--- src/rtl/jsu_pkg.sv ---
package jsu_pkg;

  typedef enum logic [2:0] {
    ERR_NONE   = 3'd0,
    ERR_UNTERM = 3'd1,
    ERR_CTRL   = 3'd2,
    ERR_ESCAPE = 3'd3,
    ERR_HEX    = 3'd4,
    ERR_TRUNC  = 3'd5
  } err_t;

  // one result as it leaves the block, last_of_run aside
  typedef struct packed {
    logic [7:0] data;
    logic       has;
    logic       done;
    err_t       err;
  } res_t;

  localparam int unsigned MaxRes = 3;

  // all results caused by one input byte
  typedef struct packed {
    logic [1:0]             cnt;
    res_t [MaxRes-1:0]      ent;
  } grp_t;

endpackage

--- src/rtl/jsu_decode.sv ---
module jsu_decode import jsu_pkg::*; (
  input  logic       clk,
  input  logic       rst_n,
  input  logic       in_valid,
  output logic       in_ready,
  input  logic [7:0] in_char_byte,
  input  logic       in_end_of_text,
  input  logic       grp_free,
  output logic       grp_load,
  output grp_t       grp
);

  typedef enum logic [2:0] {
    MODE_NORMAL = 3'd0,
    MODE_ESCAPE = 3'd1,
    MODE_HEX0   = 3'd2,
    MODE_HEX1   = 3'd3,
    MODE_HEX2   = 3'd4,
    MODE_HEX3   = 3'd5
  } mode_t;

  localparam logic [7:0] ChrQuote  = 8'h22;
  localparam logic [7:0] ChrBslash = 8'h5C;
  localparam logic [7:0] ChrSlash  = 8'h2F;
  localparam logic [7:0] ChrLowB   = 8'h62;
  localparam logic [7:0] ChrLowF   = 8'h66;
  localparam logic [7:0] ChrLowN   = 8'h6E;
  localparam logic [7:0] ChrLowR   = 8'h72;
  localparam logic [7:0] ChrLowT   = 8'h74;
  localparam logic [7:0] ChrLowU   = 8'h75;
  localparam logic [7:0] ChrSpace  = 8'h20;

  logic        in_v_r;
  logic [7:0]  char_r;
  logic        end_r;
  mode_t       mode_r, mode_nxt;
  logic [11:0] accum_r, accum_nxt;
  logic [4:0]  hex;
  logic [15:0] code;
  logic        adv;

  function automatic logic [4:0] hex_value(input logic [7:0] c);
    logic [4:0] v;
    v = 5'd0;
    if (c >= 8'h30 && c <= 8'h39) begin
      v = {1'b1, c[3:0]};
    end else if ((c >= 8'h61 && c <= 8'h66) || (c >= 8'h41 && c <= 8'h46)) begin
      v = {1'b1, c[3:0] + 4'd9};
    end
    return v;
  endfunction

  function automatic grp_t mk_err(input err_t e);
    grp_t g;
    g = '0;
    g.cnt        = 2'd1;
    g.ent[0].err = e;
    return g;
  endfunction

  function automatic grp_t mk_bytes(input logic [1:0] n, input logic [7:0] b0,
                                    input logic [7:0] b1, input logic [7:0] b2,
                                    input logic e);
    grp_t g;
    g = '0;
    g.cnt         = n;
    g.ent[0].data = b0;
    g.ent[1].data = b1;
    g.ent[2].data = b2;
    g.ent[0].has  = 1'b1;
    g.ent[1].has  = 1'b1;
    g.ent[2].has  = 1'b1;
    if (e) begin
      g.ent[n - 2'd1].err = ERR_UNTERM;
    end
    return g;
  endfunction

  assign hex  = hex_value(char_r);
  assign code = {accum_r, hex[3:0]};

  always_comb begin
    mode_nxt  = mode_r;
    accum_nxt = accum_r;
    grp       = '0;
    unique case (mode_r)
      MODE_NORMAL: begin
        if (char_r == ChrQuote) begin
          accum_nxt        = '0;
          grp.cnt          = 2'd1;
          grp.ent[0].done  = 1'b1;
        end else if (char_r < ChrSpace) begin
          grp = mk_err(ERR_CTRL);
        end else if (char_r == ChrBslash) begin
          if (end_r) begin
            grp = mk_err(ERR_UNTERM);
          end else begin
            mode_nxt = MODE_ESCAPE;
          end
        end else begin
          grp = mk_bytes(2'd1, char_r, 8'h00, 8'h00, end_r);
          if (end_r) accum_nxt = '0;
        end
      end
      MODE_ESCAPE: begin
        mode_nxt = MODE_NORMAL;
        unique case (char_r)
          ChrQuote, ChrBslash, ChrSlash:
                   grp = mk_bytes(2'd1, char_r, 8'h00, 8'h00, end_r);
          ChrLowB: grp = mk_bytes(2'd1, 8'h08, 8'h00, 8'h00, end_r);
          ChrLowF: grp = mk_bytes(2'd1, 8'h0C, 8'h00, 8'h00, end_r);
          ChrLowN: grp = mk_bytes(2'd1, 8'h0A, 8'h00, 8'h00, end_r);
          ChrLowR: grp = mk_bytes(2'd1, 8'h0D, 8'h00, 8'h00, end_r);
          ChrLowT: grp = mk_bytes(2'd1, 8'h09, 8'h00, 8'h00, end_r);
          ChrLowU: begin
            accum_nxt = '0;
            if (end_r) begin
              grp = mk_err(ERR_TRUNC);
            end else begin
              mode_nxt = MODE_HEX0;
            end
          end
          default: begin
            accum_nxt = '0;
            grp       = mk_err(ERR_ESCAPE);
          end
        endcase
        if (end_r) accum_nxt = '0;
      end
      MODE_HEX0, MODE_HEX1, MODE_HEX2: begin
        if (end_r || !hex[4]) begin
          mode_nxt  = MODE_NORMAL;
          accum_nxt = '0;
          grp       = mk_err(end_r ? ERR_TRUNC : ERR_HEX);
        end else begin
          accum_nxt = {accum_r[7:0], hex[3:0]};
          unique case (mode_r)
            MODE_HEX0: mode_nxt = MODE_HEX1;
            MODE_HEX1: mode_nxt = MODE_HEX2;
            default:   mode_nxt = MODE_HEX3;
          endcase
        end
      end
      MODE_HEX3: begin
        mode_nxt  = MODE_NORMAL;
        accum_nxt = '0;
        if (!hex[4]) begin
          grp = mk_err(ERR_HEX);
        end else if (code[15:7] == '0) begin
          grp = mk_bytes(2'd1, {1'b0, code[6:0]}, 8'h00, 8'h00, end_r);
        end else if (code[15:11] == '0) begin
          grp = mk_bytes(2'd2, {3'b110, code[10:6]}, {2'b10, code[5:0]}, 8'h00, end_r);
        end else begin
          grp = mk_bytes(2'd3, {4'b1110, code[15:12]}, {2'b10, code[11:6]},
                         {2'b10, code[5:0]}, end_r);
        end
      end
      default: begin
        mode_nxt  = MODE_NORMAL;
        accum_nxt = '0;
      end
    endcase
  end

  // a byte without results moves on even while the result register is busy
  assign adv      = in_v_r && (grp_free || grp.cnt == 2'd0);
  assign grp_load = adv && grp.cnt != 2'd0;
  assign in_ready = !in_v_r || adv;

  always_ff @(posedge clk) begin
    if (!rst_n) begin
      in_v_r  <= 1'b0;
      mode_r  <= MODE_NORMAL;
      accum_r <= '0;
    end else begin
      if (adv) begin
        mode_r  <= mode_nxt;
        accum_r <= accum_nxt;
      end
      if (in_ready) begin
        in_v_r <= in_valid;
      end
    end
    if (in_ready && in_valid) begin
      char_r <= in_char_byte;
      end_r  <= in_end_of_text;
    end
  end

  a_accum_clear: assert property (@(posedge clk) disable iff (!rst_n)
    (mode_r == MODE_NORMAL || mode_r == MODE_ESCAPE || mode_r == MODE_HEX0)
      |-> accum_r == '0)
    else $error("digit accumulator not clear outside hex digits");

  a_accum_one: assert property (@(posedge clk) disable iff (!rst_n)
    mode_r == MODE_HEX1 |-> accum_r[11:4] == '0)
    else $error("accumulator holds more than one digit");

  a_end_resets: assert property (@(posedge clk) disable iff (!rst_n)
    (adv && end_r) |=> mode_r == MODE_NORMAL)
    else $error("end of text left decoder outside start state");

  a_multi_hex: assert property (@(posedge clk) disable iff (!rst_n)
    (grp_load && grp.cnt != 2'd1) |-> mode_r == MODE_HEX3)
    else $error("multi-byte result outside a unicode escape");

endmodule

--- src/rtl/jsu_emit.sv ---
module jsu_emit import jsu_pkg::*; (
  input  logic       clk,
  input  logic       rst_n,
  input  logic       grp_load,
  input  grp_t       grp,
  output logic       grp_free,
  output logic       out_valid,
  input  logic       out_ready,
  output logic [7:0] out_data_byte,
  output logic       out_has_byte,
  output logic       out_string_done,
  output logic [2:0] out_error_code,
  output logic       out_last_of_run
);

  logic [1:0]        cnt_r;
  logic [1:0]        idx_r;
  res_t [MaxRes-1:0] ent_r;
  res_t              cur;
  logic              last;

  assign cur             = ent_r[idx_r];
  assign last            = idx_r == cnt_r - 2'd1;
  assign out_valid       = cnt_r != 2'd0;
  assign out_data_byte   = cur.data;
  assign out_has_byte    = cur.has;
  assign out_string_done = cur.done;
  assign out_error_code  = cur.err;
  assign out_last_of_run = last;
  assign grp_free        = !out_valid || (out_ready && last);

  always_ff @(posedge clk) begin
    if (!rst_n) begin
      cnt_r <= '0;
      idx_r <= '0;
    end else if (grp_load) begin
      cnt_r <= grp.cnt;
      idx_r <= '0;
    end else if (out_valid && out_ready) begin
      if (last) begin
        cnt_r <= '0;
        idx_r <= '0;
      end else begin
        idx_r <= idx_r + 2'd1;
      end
    end
    if (grp_load) begin
      ent_r <= grp.ent;
    end
  end

  a_idx_range: assert property (@(posedge clk) disable iff (!rst_n)
    out_valid |-> idx_r < cnt_r)
    else $error("result index past group size");

  a_load_free: assert property (@(posedge clk) disable iff (!rst_n)
    grp_load |-> grp_free)
    else $error("group loaded over pending results");

  a_done_alone: assert property (@(posedge clk) disable iff (!rst_n)
    (out_valid && out_string_done) |-> (out_last_of_run && !out_has_byte))
    else $error("string end result carries a byte");

  a_err_nobyte: assert property (@(posedge clk) disable iff (!rst_n)
    (out_valid && out_error_code != ERR_NONE && out_error_code != ERR_UNTERM)
      |-> (!out_has_byte && out_last_of_run))
    else $error("error result carries a byte");

endmodule

--- src/rtl/json_string_unescape_unit.sv ---
// An input transfer reaches its first result through the input register, then the
// result register; further bytes of a \u expansion follow from the result register.
// Throughput: one input byte per cycle while results can be taken; a byte that
// expands to n results holds the result register until all n are taken.
// Reset (rst_n low, synchronous): decoder returns to the start state, accumulator
// clears, input and result registers empty.
module json_string_unescape_unit import jsu_pkg::*; (
  input  logic       clk,
  input  logic       rst_n,
  input  logic       in_valid,
  output logic       in_ready,
  input  logic [7:0] in_char_byte,
  input  logic       in_end_of_text,
  output logic       out_valid,
  input  logic       out_ready,
  output logic [7:0] out_data_byte,
  output logic       out_has_byte,
  output logic       out_string_done,
  output logic [2:0] out_error_code,
  output logic       out_last_of_run
);

  logic grp_free;
  logic grp_load;
  grp_t grp;

  jsu_decode u_decode (
    .clk            (clk),
    .rst_n          (rst_n),
    .in_valid       (in_valid),
    .in_ready       (in_ready),
    .in_char_byte   (in_char_byte),
    .in_end_of_text (in_end_of_text),
    .grp_free       (grp_free),
    .grp_load       (grp_load),
    .grp            (grp)
  );

  jsu_emit u_emit (
    .clk             (clk),
    .rst_n           (rst_n),
    .grp_load        (grp_load),
    .grp             (grp),
    .grp_free        (grp_free),
    .out_valid       (out_valid),
    .out_ready       (out_ready),
    .out_data_byte   (out_data_byte),
    .out_has_byte    (out_has_byte),
    .out_string_done (out_string_done),
    .out_error_code  (out_error_code),
    .out_last_of_run (out_last_of_run)
  );

endmodule
--- config.mk ---
export PLATFORM = sky130hd
export DESIGN_NAME = json_string_unescape_unit
export DESIGN_NICKNAME = d
export VERILOG_FILES = /design/src/rtl/jsu_pkg.sv /design/src/rtl/jsu_decode.sv /design/src/rtl/jsu_emit.sv /design/src/rtl/json_string_unescape_unit.sv
export SDC_FILE = /design/constraint.sdc
export NUM_CORES = 1
export LEC_CHECK = 0
export BUFFER_PORTS_ARGS = -buffer_cell sky130_fd_sc_hd__buf_2
export CORE_ASPECT_RATIO = 0.7
export CORE_MARGIN = 2
export CORE_UTILIZATION = 58
export CTS_CLUSTER_DIAMETER = 30
export DETAILED_ROUTE_END_ITERATION = 16
export GPL_TIMING_DRIVEN = 0
export PLACE_DENSITY = 0.78
export SLEW_MARGIN = 20
export SYNTH_ARGS = -nofsm -noshare
export SYNTH_HDL_FRONTEND = slang
export SYNTH_HIERARCHICAL = 1
export SYNTH_SLANG_ARGS = --single-unit
--- constraint.sdc ---
create_clock -name clk -period 4.3 [get_ports clk]
set_input_delay 0.645 -clock clk [delete_from_list [all_inputs] [get_ports clk]]
set_output_delay 0.645 -clock clk [all_outputs]
set_load 0.02 [all_outputs]
### Yosys cells after proc, flatten, opt, wreduce, memory -nomap -nowiden

Cells that the tools add are included.

| storage, ports and cells | value |
|---|---|
| word-level logic and storage cells | 126 |
| register bits | 68 |
| input port bits | 13 |

| operators by class | value |
|---|---|
| equal/unequal tests | 23 |
| $add $sub $neg | 3 |
| magnitude comparators | 8 |
| reductions and logical operators | 31 |
| muxes and demuxes | 41 |
| bitwise gates (word level) | 1 |

Operators by type and width:

| kind | number |
|---|---|
| case mux 41 bit (7 select lines) | 1 |
| 2-to-1 mux 40 bit | 5 |
| case mux 41 bit (4 select lines) | 1 |
| 2-to-1 mux 41 bit | 3 |
| 2-to-1 mux 12 bit | 7 |
| == test 8 x 7 -> 1 bit (second input constant) | 7 |
| case mux 12 bit (3 select lines) | 1 |
| 2-to-1 mux 35 bit | 1 |
| binary-select mux 13 bit (select 2 bit) | 1 |
| 2-to-1 mux 3 bit | 7 |
| == test 8 x 6 -> 1 bit (second input constant) | 2 |
| >= comparator 8 x 7 -> 1 bit (second input constant) | 2 |
| <= comparator 8 x 7 -> 1 bit (second input constant) | 2 |
| 2-to-1 mux 13 bit | 1 |
| 2-to-1 mux 2 bit | 6 |
| 2-to-1 mux 5 bit | 2 |
| AND reduction 5 bit | 2 |
| logical NOT 9 bit | 1 |
| inequality test 3 x 2 -> 1 bit (second input constant) | 3 |
| case mux 3 bit (3 select lines) | 1 |
| >= comparator 8 x 6 -> 1 bit (second input constant) | 1 |
| <= comparator 8 x 6 -> 1 bit (second input constant) | 1 |
| logical AND 1 bit | 8 |
| < comparator 8 x 6 -> 1 bit (second input constant) | 1 |
| 24 further kinds | 40 |

### Logic depth before layout (Yosys ltp)

| depth | value |
|---|---|
| depth after elaboration | 15 |
| mapped depth | 12 |
| mapped depth without buffers | 10 |

### Cells and area by module

The synthesis kept the hierarchy.

Modules (own cells, without submodules):

| module | cells each | instances | area an instance (sq um) |
|---|---|---|---|
| jsu_decode | 273 | 1 | 2,155.8 |
| jsu_emit | 113 | 1 | 1,735.4 |

### Worst setup path after synthesis

No wires, ideal clock.

| timing path | value |
|---|---|
| kind | reg2reg |
| start | register u_decode.char_r[0] |
| end | register u_emit.cnt_r[1] |
| cell stages (with the launch flop) | 12 |
| arrival | 3.354 ns |
| period minus slack after synthesis | 3.481 ns |
| path buffers | 1 |
| path slack | 0.819 ns |
| data required time | 4.173 ns |
| cell sequence | edfxtp_1 clkbuf_1 inv_1 ha_1 or3b_2 o311a_1 o21a_1 o21ai_0 and3_1 inv_1 o311ai_2 a21boi_1 |

| on the way | value |
|---|---|
| cells in the longest elaborated chain, start to end | 15 |

RTL lines:

| item | line | source |
|---|---|---|
| start: declaration | jsu_decode.sv:34 | `logic [7:0] char_r;` |
| start signal: assignment | jsu_decode.sv:185 | `char_r <= in_char_byte;` |
| >= comparator 8 x 7 -> 1 bit or <= comparator 8 x 7 -> 1 bit (tied branches) | jsu_decode.sv:47 | `end else if ((c >= 8'h61 && c <= 8'h66) \|\| (c >= 8'h41 && c <= 8'h46)) begin` |
| logical AND 1 bit | jsu_decode.sv:47 |  |
| logical OR 1 bit | jsu_decode.sv:47 |  |
| 2-to-1 mux 5 bit | jsu_decode.sv:47 |  |
| 2-to-1 mux 5 bit | jsu_decode.sv:45 | `if (c >= 8'h30 && c <= 8'h39) begin` |
| logical NOT 1 bit | jsu_decode.sv:131 | `if (end_r \|\| !hex[4]) begin` |
| logical OR 1 bit | jsu_decode.sv:131 |  |
| 2-to-1 mux 40 bit | jsu_decode.sv:131 |  |
| case mux 41 bit (4 select lines) (*) | jsu_decode.sv:86 | `unique case (mode_r)` |
| logical NOT 2 bit | jsu_decode.sv:166 | `assign adv = in_v_r && (grp_free \|\| grp.cnt == 2'd0);` |
| logical OR 1 bit | jsu_decode.sv:166 |  |
| logical AND 1 bit | jsu_decode.sv:166 |  |
| logical AND 1 bit (*) | jsu_decode.sv:167 | `assign grp_load = adv && grp.cnt != 2'd0;` |
| via grp_load | json_string_unescape_unit.sv:24 | `logic grp_load;` |
| nonzero test 2 bit (no line) | -- |  |
| AND reduction 2 bit (no line) | -- |  |
| end signal: assignment | jsu_emit.sv:37 | `cnt_r <= grp.cnt;` |
| end: declaration | jsu_emit.sv:16 | `logic [1:0] cnt_r;` |

The timed path passes the listed nets; every way through them passes the cells marked *.
A chain may end at the register's enable or synchronous reset.

### Worst setup path after layout

| timing path | value |
|---|---|
| start | register u_decode.char_r[0] |
| end | output in_ready |

| on the way | value |
|---|---|
| cells in the longest elaborated chain, start to end | 13 |

RTL lines:

| item | line | source |
|---|---|---|
| >= comparator 8 x 7 -> 1 bit or <= comparator 8 x 7 -> 1 bit (tied branches) | jsu_decode.sv:47 |  |
| logical AND 1 bit | jsu_decode.sv:47 |  |
| logical OR 1 bit | jsu_decode.sv:47 |  |
| 2-to-1 mux 5 bit | jsu_decode.sv:47 |  |
| 2-to-1 mux 5 bit | jsu_decode.sv:45 |  |
| logical NOT 1 bit | jsu_decode.sv:131 |  |
| logical OR 1 bit | jsu_decode.sv:131 |  |
| 2-to-1 mux 40 bit | jsu_decode.sv:131 |  |
| case mux 41 bit (4 select lines) (*) | jsu_decode.sv:86 |  |
| logical NOT 2 bit (*) | jsu_decode.sv:166 |  |
| logical OR 1 bit (*) | jsu_decode.sv:166 |  |
| logical AND 1 bit (*) | jsu_decode.sv:166 |  |
| logical OR 1 bit (*) | jsu_decode.sv:168 | `assign in_ready = !in_v_r \|\| adv;` |
| end: declaration | json_string_unescape_unit.sv:11 | `output logic in_ready,` |

Mark *: on every way between the ends. The rest lies on a longest branch, timed or not.

==> flow_summary.toml <==
[clock_tree]
post_cts_buffers = 0
cts_root_buffer = "clkbuf_8"
cts_made_buffers = 9
clkLatencyLatePin_ps = 350
cts_resized = 0
cts_tree = "done"
cts.sinks = 68
clk_pin_slew_worst_paths_ps = 80
holdBufCountCts = 0
cts_max_level = 3
clockBufferDepth = 2

[logic_synthesis]
synth_compound_area_frac = 0.204
yosys-mux-area-fraction = 0.0418
yosysWarnings = 6
synthCells = 386
synth_async_sr_flop_share = 0
synthFlopType = "edfxtp_1"
synth_top_family_by_area = "compound AO/OA/AOI/OAI gates"
yosys.area_share.adder = 0.0193
postSynthAreaPerCell_um2 = 10.1
synth_xor_area_frac = 0.0135
yosysSeqAreaShare = 0.473
synth-edff-count = 48
netlist_area_mm2 = 0.00389
ys_seq_elements = 68
synthSimpleGateAreaFrac = 0.177
yosys.cell_types.count = 76

[final_layout]
area_growth_pct = 13.2
fill_cells = 504
nNetsFinal = 452
final_cell_mix = "48 x edfxtp_1, 44 x nand2_1, 40 x o21ai_0"
antenna_cells = 0
drive_above_1_share = 0.199
layout_commonest_cell = "edfxtp_1"

[sta]
holdWs_ps = 469
fin_crit_sh = 0.821
fin_setup_tns_ps = 0
hold_viol = 0
fin_skew_ps = 12.0
slew_viol_final = 0
rsz0062_at_grt = "no"
finalSetupViolCount = 0
fmax_ghz = 0.283
worstMarginPinSlew_ps = 923
relSlewSlack = 0.382
min_period_ps = 3530

[status]
status = "complete, no violations"

[critical_path]
start_kind = "register"
cp.required_ps = 3650
r2r-end = "u_emit/ent_r[20]"
critPathArrivalTime_ps = 2890
r2r_cells = 9
critPathMaxFanout = 7
worst-setup-path-type = "register to output port"
crit_start = "u_decode/char_r[0]"
end_kind = "output port"
r2r_slack_ps = 1000
critPathCapture = "in_ready"
reg2reg_from = "u_decode/char_r[0]"

[drt]
route.detailed.drc = 0
drt-total-wl_um = 9020
via_per_inst = 6.03
wl_per_cell_um = 17.1
vias = 3190
postRouteAntennaNets = 0
first_pass_iters = 5
drtIter0Drc = 344

[power]
p_leak_uw = 0.00163
peakVddDrop_mv = 0.212
power_density_mw_per_mm2 = 327

[placed_design]
dpl.hpwl_um = 6570
port_buffers = 28
place_congestion = 0.916

[floorplanning]
die-area_mm2 = 0.00739
io_pins = 29
start_util = 0.611
core_mm2 = 0.00637
rows = 24
die_h_um = 72.5
die_w_um = 102

[grt]
grt_first_pass_wirelength_um = 14400
grt_max_degree = 29
overflow = 0
track_usage = 0.260
antenna_found_initial = 0
grt_pass1_vias = 2843

[worst_hold_path]
hp-class = "primary input to register"

[job]
cap_violations = 0
[area by class of cell]
type | count | area, um^2 | area share
sequential | 68 | 1840 | 0.418
multi-input combinational | 276 | 1800 | 0.409
buffer | 36 | 226 | 0.0514
timing repair buffer | 29 | 168 | 0.0380
clock buffer | 9 | 124 | 0.0281
tap | 91 | 114 | 0.0258
clock inverter | 7 | 82.6 | 0.0187
inverter | 13 | 48.8 | 0.0111
[how the worst min path moves through the flow]
stage | depth (start not counted) | endpoint | from | slack, ps
6_report | 1 | u_decode/char_r[1] | in_char_byte[1] | 470
5_1_grt | 1 | u_decode/char_r[5] | in_char_byte[5] | 450
4_1_cts | 1 | u_decode/char_r[7] | in_char_byte[7] | 450
3_5_place_dp | 2 | u_emit/cnt_r[1] | u_emit/cnt_r[1] | 480
3_3_place_gp | 2 | u_emit/cnt_r[1] | u_emit/cnt_r[1] | 470
2_1_floorplan | 2 | u_emit/cnt_r[1] | u_emit/cnt_r[1] | 450
[cells in the mapped netlist (all sizes together), types with 4 or more instances]
library cell	count	area [um^2]
edfxtp	48	1440
nand2	45	171
o21ai	41	205
buf	23	178
dfxtp	20	400
a21oi	17	85.1
nor2	16	62.6
mux2i	14	140
clkbuf	13	48.8
inv	13	48.8
a22o	12	105
and3	9	56.3
nand3	8	40.0
ha	6	75.1
nor2b	6	37.5
a21boi	5	37.5
nor3	5	25.0
a221oi	4	35.0
nor3b	4	30.0
o211ai	4	30.0
o311ai	4	42.6
or4	4	33.8
[sequential cells by signal, summed over array words and instances (netlist names)]
name / cells
u_decode/accum_r: 12
u_decode/char_r: 8
u_decode/end_r: 1
u_decode/in_v_r: 1
u_decode/mode_r: 3
u_emit/cnt_r: 2
u_emit/ent_r: 39
u_emit/idx_r: 2
[through the flow]
stage                     area [um^2]  utilization  std cells  setup WS, ps  power [uW]
after floorplan                  3920            -        393           819         854
after global placement           4170        0.655        512          55.8         895
after detailed placement         4200        0.660        513          1050         902
after CTS                        4410        0.692        529           795        1450
after global routing             4410        0.692        529           493        1490
final                            4410        0.692        529           770        1440
[worst max-delay path, stage by stage, from the launching register on]
cell	delay, ps
edfxtp_1	420
clkbuf_1	220
inv_1	170
ha_1	310
or3b_2	540
o311a_1	200
o21a_1	230
o21ai_0	140
nand3_1	130
buf_2	170
[per-layer routing]
| layer | vias up | track usage | part of all wire |
|---|---|---|---|
| li1 | 1527 | - | - |
| met1 | 1488 | 0.379 | 0.47 |
| met2 | 158 | 0.387 | 0.43 |
| met3 | 17 | 0.0607 | 0.087 |
| met4 | 0 | 0.0830 | 0.015 |
| met5 | - | 0 | 0 |
[report_power, final]
group,switching [uW],internal [uW]
clock network,275,278
registers,10.7,724
logic,94.3,59.8
total,380,1060
[kinds of logic (layout without fill, tap and decap cells)]
| kind of cell | after synthesis | after routing |
|---|---|---|
| adder cells (fa/ha/maj) | 6 | 6 |
| multiplexers | 16 | 16 |
| flip-flops | 68 | 68 |
| other | 1 | 8 |
| AND/OR/NAND/NOR | 126 | 126 |
| buffers and inverters | 49 | 94 |
| XOR/XNOR | 3 | 3 |
| AO/OA/AOI/OAI | 117 | 117 |
No activity file was read; power rests on OpenSTA's default activity.
